--- src/rtl/mtfc_pkg.sv ---
// ----------------------------------------------------------------------------
// mtfc_pkg: shared types and constants of the move-to-front coder
// Symbol list size, derived widths, the per-cell command word and the
// result of the position/symbol search.
// ----------------------------------------------------------------------------
package mtfc_pkg;

   localparam int SYMBOL_COUNT = 256;
   localparam int SYM_W        = 8;
   localparam int POS_W        = (SYMBOL_COUNT > 2) ? $clog2(SYMBOL_COUNT) : 1;
   localparam int LAST_POS     = SYMBOL_COUNT - 1;
   localparam int GROUP_SIZE   = 16;
   localparam int GROUP_COUNT  = (SYMBOL_COUNT + GROUP_SIZE - 1) / GROUP_SIZE;
   localparam int PAD_COUNT    = GROUP_COUNT * GROUP_SIZE;

   localparam logic DIR_ENCODE = 1'b0;
   localparam logic DIR_DECODE = 1'b1;

   // command broadcast to every cell of the list
   typedef struct packed {
      logic             load_identity;
      logic             compare;
      logic             shift;
      logic             decode;
      logic [SYM_W-1:0] key;
      logic [POS_W-1:0] pos;
      logic [SYM_W-1:0] front_sym;
   } cell_ctrl_type;

   typedef struct packed {
      logic             found;
      logic [POS_W-1:0] pos;
      logic [SYM_W-1:0] sym;
   } find_result_type;

endpackage

--- src/rtl/mtfc_cell.sv ---
// ----------------------------------------------------------------------------
// mtfc_cell: one entry of the symbol list
// Holds a symbol, compares it against the key (or its own place against the
// position) and takes its left neighbor's symbol on a shift that reaches it.
// ----------------------------------------------------------------------------
module mtfc_cell (
   input  logic                       clock,
   input  logic                       reset,
   input  mtfc_pkg::cell_ctrl_type    ctrl,
   input  logic [mtfc_pkg::POS_W-1:0] cell_index,
   input  logic [mtfc_pkg::SYM_W-1:0] prev_symbol,
   output logic [mtfc_pkg::SYM_W-1:0] symbol,
   output logic                       match
);
   import mtfc_pkg::*;

   logic [SYM_W-1:0] symbol_ff;
   logic             match_ff;

   always_ff @(posedge clock) begin
      if (reset) begin
         symbol_ff <= SYM_W'(cell_index);
         match_ff  <= 1'b0;
      end else begin
         if (ctrl.load_identity) begin
            symbol_ff <= SYM_W'(cell_index);
         end else if (ctrl.shift && (cell_index <= ctrl.pos)) begin
            symbol_ff <= prev_symbol;
         end
         if (ctrl.compare) begin
            match_ff <= ctrl.decode ? (cell_index == ctrl.pos) : (symbol_ff == ctrl.key);
         end
      end
   end

   assign symbol = symbol_ff;
   assign match  = match_ff;

endmodule

--- config.mk ---
export PLATFORM = sky130hd
export DESIGN_NAME = mtfc_cell
export DESIGN_NICKNAME = d
export VERILOG_FILES = /design/src/rtl/mtfc_pkg.sv /design/src/rtl/mtfc_cell.sv
export SDC_FILE = /design/constraint.sdc
export NUM_CORES = 1
export LEC_CHECK = 0
export ABC_AREA = 1
export BUFFER_PORTS_ARGS = -buffer_cell sky130_fd_sc_hd__buf_2
export CAP_MARGIN = 20
export CORE_MARGIN = 2
export CORE_UTILIZATION = 40
export DETAILED_ROUTE_END_ITERATION = 8
export PLACE_DENSITY = 0.78
export SLEW_MARGIN = 20
export SYNTH_ARGS = -nofsm -noshare
export SYNTH_HDL_FRONTEND = slang
export SYNTH_SLANG_ARGS = --single-unit
--- constraint.sdc ---
create_clock -name clock -period 1.8 [get_ports clock]
set_input_delay 0 -clock clock [delete_from_list [all_inputs] [get_ports clock]]
set_output_delay 0 -clock clock [all_outputs]
set_load 0.02 [all_outputs]
==> results of run 1 <==
tightest hold or removal path: cells and delay by family:
family / cells / cell delay (ps)
compound gates: 1 / 60
buf+inv: 1 / 70
simple gates: 1 / 40
power breakdown:
group | total, mW | internal (mW) | switching (mW)
sequential | 0.271 | 0.257 | 0.0144
combinational | 0.225 | 0.105 | 0.120
clock | 0.150 | 0.0851 | 0.0648
total | 0.646 | 0.447 | 0.199
cell families after synthesis:
kind of cell,Yosys count,share of synthesized area (%)
DFF,9,32.2
AOI/OAI and AO/OA,8,6.05
xor gates and xnor gates,3,3.26
buffers and inverters,24,11.2
and+or+nand+nor,39,21.9
muxes,7,13.0
adders and majority gates,8,12.4
area by class of cell:
| cell class | instances | area, sq um | area share, % |
|---|---|---|---|
| flip-flops and latches | 9 | 260 | 23.7 |
| clock buffers | 4 | 26.3 | 2.39 |
| multi-input cells | 65 | 457 | 41.6 |
| repair buffers | 46 | 230 | 21.0 |
| inverters | 24 | 90.1 | 8.21 |
| well taps | 27 | 33.8 | 3.08 |
metal layers:
metal	part of all wire (%)	track usage, %	up-vias
met3	6.6	3.68	2
li1	-	-	406
met2	54	27.4	26
met4	0.87	11.9	0
met1	39	13.2	313
met5	0	0	-
registers in the layout, summed over array words and instances, names as in the netlist:
name    count
symbol      8
match       1
through the flow:
stage / setup WS [ps] / cells / area [sq um] / utilization, %
after global routing: 561 / 175 / 1100 / 57.1
final: 629 / 175 / 1100 / 57.1
after global placement: 404 / 171 / 1070 / 55.7
after floorplan: 588 / 98 / 807 / -
after CTS: 612 / 175 / 1100 / 57.1
after detailed placement: 348 / 171 / 1070 / 55.7
placed cells by master (no fill, tap or decap):
master	synthesis	layout
buf_2	0	46
nand3_1	3	3
nor2_8	1	1
ha_1	8	8
a21oi_2	1	1
clkbuf_4	0	3
a21oi_1	4	4
nand2_1	29	29
dfxtp_1	1	1
mux2_4	7	7
nor2_1	4	4
o21ai_1	1	1
xor2_1	3	3
clkbuf_1	0	1
o21bai_1	1	1
inv_1	23	23
nor2_4	1	1
edfxtp_1	8	8
o21a_1	1	1
inv_2	1	1
nand2_2	1	1
path summary, 6_finish.rpt:
kind / start / to / depth (start not counted)
setup / recovery: ctrl[13] / symbol[1] / 9
hold / removal: prev_symbol[0] / symbol[0] / 3
setup reg to reg: symbol[3] / match / 5
hold reg to reg: match / match / 2
==> reports/summary.txt, run 1 <==
outcome: completed
Clock Skew: 1.31 ps
period utilization: 65.1%
VDD IR max: 0.000266 V
yosys warns: 0
Site Rows: 16
gr ovfl total: 0
commonest cells in the netlist: nand2_1, inv_1, edfxtp_1, ha_1, mux2_4
hold buffers post-CTS: 0
count of cell types in the netlist: 18
EDFF count, synth: 8
Final #Nets: 203
max_cap viols: 0
Top FF cell, synth: edfxtp_1
Min Hold Slack: 32.6 ps
Core Area: 1920 sq um
Post-Syn Area: 807 sq um
Async SR Flop Fraction: 0%
IO Port Bufs: 46
fin crit period: 1170 ps
CTS tree: yes
crit-path leading delay family: simple AND/OR/NAND/NOR gates
pwr dens: 588 nW/um^2
CTS clock-pin slew for the worst setup and hold paths: 60 ps
nature of the critical path endpoint: register
DRT iter0 DRCs: 7
CP max stage cell: ha_1
area share of the largest cell type after synthesis: 29.8%
worst-margin pin slew: 321 ps
count leader, synth: nand2_1
die area: 2390 sq um
GPL Wtd Cong: 0.763
leakage: 0.654 nW
die width: 48.9 microns
DPL Wire Length: 1450 microns
CTS Buf Count: 3
CTS root buf: clkbuf_4
Seq/Total Area, Yosys: 32.2%
top cells by area, synth: edfxtp_1, nand2_1, mux2_4, ha_1, inv_1
Setup Viol. Count Final: 0
mean post-synth cell area: 8.23 sq um
relative slew slack: 78.5%
flops & latches, synth: 9
Max clock buf depth: 2
post-CTS setup buffers: 0
RSZ-0062 raised after global routing: no
vias: 747
drt via density: 4.27
number of global-route vias before repair: 722
initial antenna violation count: 0
Mapped Nets: 152
total wire length: 1620 microns
post-CTS sizing: 0
htree depth: 1
Crit path required time: 1730 ps
Max Slew Vio Count: 0
clk_lat worst skew: 250 ps
Crit path buffers/inverters: 2
Final Power: 646 uW
largest fanout on the critical path: 8
setup TNS: 0 ps
first-pass GRT wire length: 2700 microns
CP most frequent cell: nand2_1
GRT Util Overall: 14.7%
final hold vios: 0
Die Height: 48.9 microns
wire length per cell: 9.25 microns
num ports: 55
CP startpoint kind: primary input
clock sinks: 9
leading area contributor after synthesis: edfxtp_1
critical path class: primary input to register
worst min path class: primary input to register
Routed Antenna Nets: 0
Initial Util: 42.0%
internal reg-to-reg setup slack: 810 ps
P&R area growth vs syn: 36.0%
drt pass-1 iters: 4
ant diodes: 0
crit-path cells: buf_2 -> inv_1 -> ha_1 -> a21oi_1 -> o21a_1 -> nand2_1 -> nand2_1 -> nand2_1 -> nand2_1
Mapped Cells: 98
pin count of the biggest net entering global routing: 11
Worst EP arrival: 1100 ps
crit-path max cell delay: 300 ps
fmax: 854 MHz
DRC violations left: 0
layout cells sized above 1: 41.2%
FILL cells: 171
No activity file was read; power rests on OpenSTA's default activity.
==> run 2, diff against run 1 <==
==> constraint.sdc (replaced) <==
create_clock -name clock -period 1.2 [get_ports clock]
set_input_delay 0 -clock clock [delete_from_list [all_inputs] [get_ports clock]]
set_output_delay 0 -clock clock [all_outputs]
set_load 0.02 [all_outputs]
==> run 2 against run 1 <==
  * Clock power up 49%
  * Die area did not move
  * Critical path depth is 1 lower
  * Clock skew grew 1.1 ps
  * Cell area is 5.0% higher
  * Sequential power increased by 51%
  * Power rose by 53%
  * Combinational power up 60%
  * Via count rose by 6.7%
  * Sequential cell count stayed put
==> reports/summary.txt, run 2 (synthesized netlist as in run 1, its figures left out) <==
outcome: completed
multi-input combinational cell area: 459 sq um
post-CTS setup buffers: 0
gr ovfl total: 0
IO Port Bufs: 46
Max clock buf depth: 2
Crit path required time: 1150 ps
fmax: 926 MHz
worst min path class: primary input to register
FF-to-FF path depth: 7
post-CTS sizing: 0
CTS Buf Count: 3
GPL Wtd Cong: 0.819
final hold vios: 0
GRT Util Overall: 15.5%
crit-path max cell delay: 300 ps
Clock Skew: 2.43 ps
Largest register FFs: 8
commonest non-fill, non-tap cell in the layout: buf_2
CP max stage cell: ha_1
wire length per cell: 9.26 microns
num ports: 55
RSZ-0062 raised after global routing: no
critical path class: primary input to register
pwr dens: 859 nW/um^2
ant diodes: 0
Final Non-Filler Cells: 182
Setup Viol. Count Final: 0
clock sinks: 9
number of global-route vias before repair: 753
first-pass GRT wire length: 2930 microns
Hold Path Cell Cnt: 3
crit-path cells: buf_2 -> ha_1 -> a21oi_1 -> o21a_1 -> nand2_1 -> nand2_1 -> nand2_1 -> nand2_2
Final Cell Area: 1150 sq um
Final #Nets: 210
reg2reg end: match
Initial Util: 42.0%
Core Area: 1920 sq um
Max Slew Vio Count: 0
CTS root buf: clkbuf_4
DPL Wire Length: 1500 microns
FF-to-FF Start: symbol[7]
drt via density: 4.38
VDD IR max: 0.000364 V
leakage: 0.689 nW
cell area after placement: 1130 sq um
CP startpoint kind: primary input
CP most frequent cell: nand2_1
initial antenna violation count: 0
drt pass-1 iters: 4
Site Rows: 16
max_cap viols: 0
nature of the critical path endpoint: register
dpl cells: 178
Die Height: 48.9 microns
CTS tree: yes
relative slew slack: 85.0%
period utilization: 90.0%
pin count of the biggest net entering global routing: 11
DRC violations left: 0
worst-margin pin slew: 225 ps
Routed Antenna Nets: 0
Reg area: 260 sq um
Worst EP arrival: 1030 ps
fin crit period: 1080 ps
most frequent cells in the layout: buf_2, nand2_1, inv_1, ha_1, edfxtp_1
FILL cells: 176
DRT iter0 DRCs: 8
htree depth: 1
die width: 48.9 microns
Min Hold Slack: 22.7 ps
internal reg-to-reg setup slack: 210 ps
clk_lat worst skew: 250 ps
Hold Crit Start: ctrl[26]
CTS clock-pin slew for the worst setup and hold paths: 60 ps
Hold Crit Endpoint: match
total wire length: 1690 microns
die area: 2390 sq um
vias: 797
layout cells sized above 1: 44.5%
P&R area growth vs syn: 42.8%
hold buffers post-CTS: 0
largest fanout on the critical path: 8
## run 2: changes by cell type in the layout (fill, tap and decap cells not counted), sizes merged
| cell | before | now |
|---|---|---|
| buf | 46 | 53 |
## run 2: metal layers
layer	share of wire [%]	vias to the layer above	wire length [microns]	track usage, %
met4	1.0	0	17	6.67
met2	53	28	896	29.7
met3	7.4	4	125	3.37
met5	0	-	0	0
met1	38	345	647	16.0
li1	-	420	-	-
## run 2: how the worst max path moves through the flow
stage / from / endpoint / slack (ps) / cells past startpoint
global placement: ctrl[15] / symbol[1] / -100 / 9
global route: cell_index[7] / symbol[4] / 8 / 8
floorplan: ctrl[15] / symbol[0] / 60 / 8
detailed placement: ctrl[15] / symbol[0] / -150 / 9
CTS: ctrl[15] / symbol[2] / 110 / 9
finish: cell_index[7] / symbol[7] / 120 / 8
## run 2: power breakdown
| group | internal (mW) | switching (mW) | total (mW) |
|---|---|---|---|
| logic | 0.172 | 0.187 | 0.359 |
| registers | 0.385 | 0.0227 | 0.408 |
| clock network | 0.127 | 0.0959 | 0.223 |
| total | 0.685 | 0.305 | 0.990 |
## run 2: final cells by class
cell class | count | share of cell area (%)
multi-input cells | 65 | 39.8
repair buffers | 53 | 24.5
flip-flops and latches | 9 | 22.6
inverters | 24 | 7.82
well taps | 27 | 2.93
clock buffers | 4 | 2.28
## run 2: critical path: cells and delay by family
family,cells,cell delay (ps)
compound gates,2,290
simple gates,4,320
fa+ha+maj,1,300
buf+inv,1,120
## run 2: metrics by stage
stage	setup WS, ps	power, mW	utilization, %	setup TNS [ps]
after global placement	-99.5	0.762	58.6	-796
after detailed placement	-150	0.776	58.6	-1200
after floorplan	62.8	0.625	-	0
after global routing	8.12	1.06	60.0	0
after CTS	115	1.00	60.0	0
final	120	0.990	60.0	0
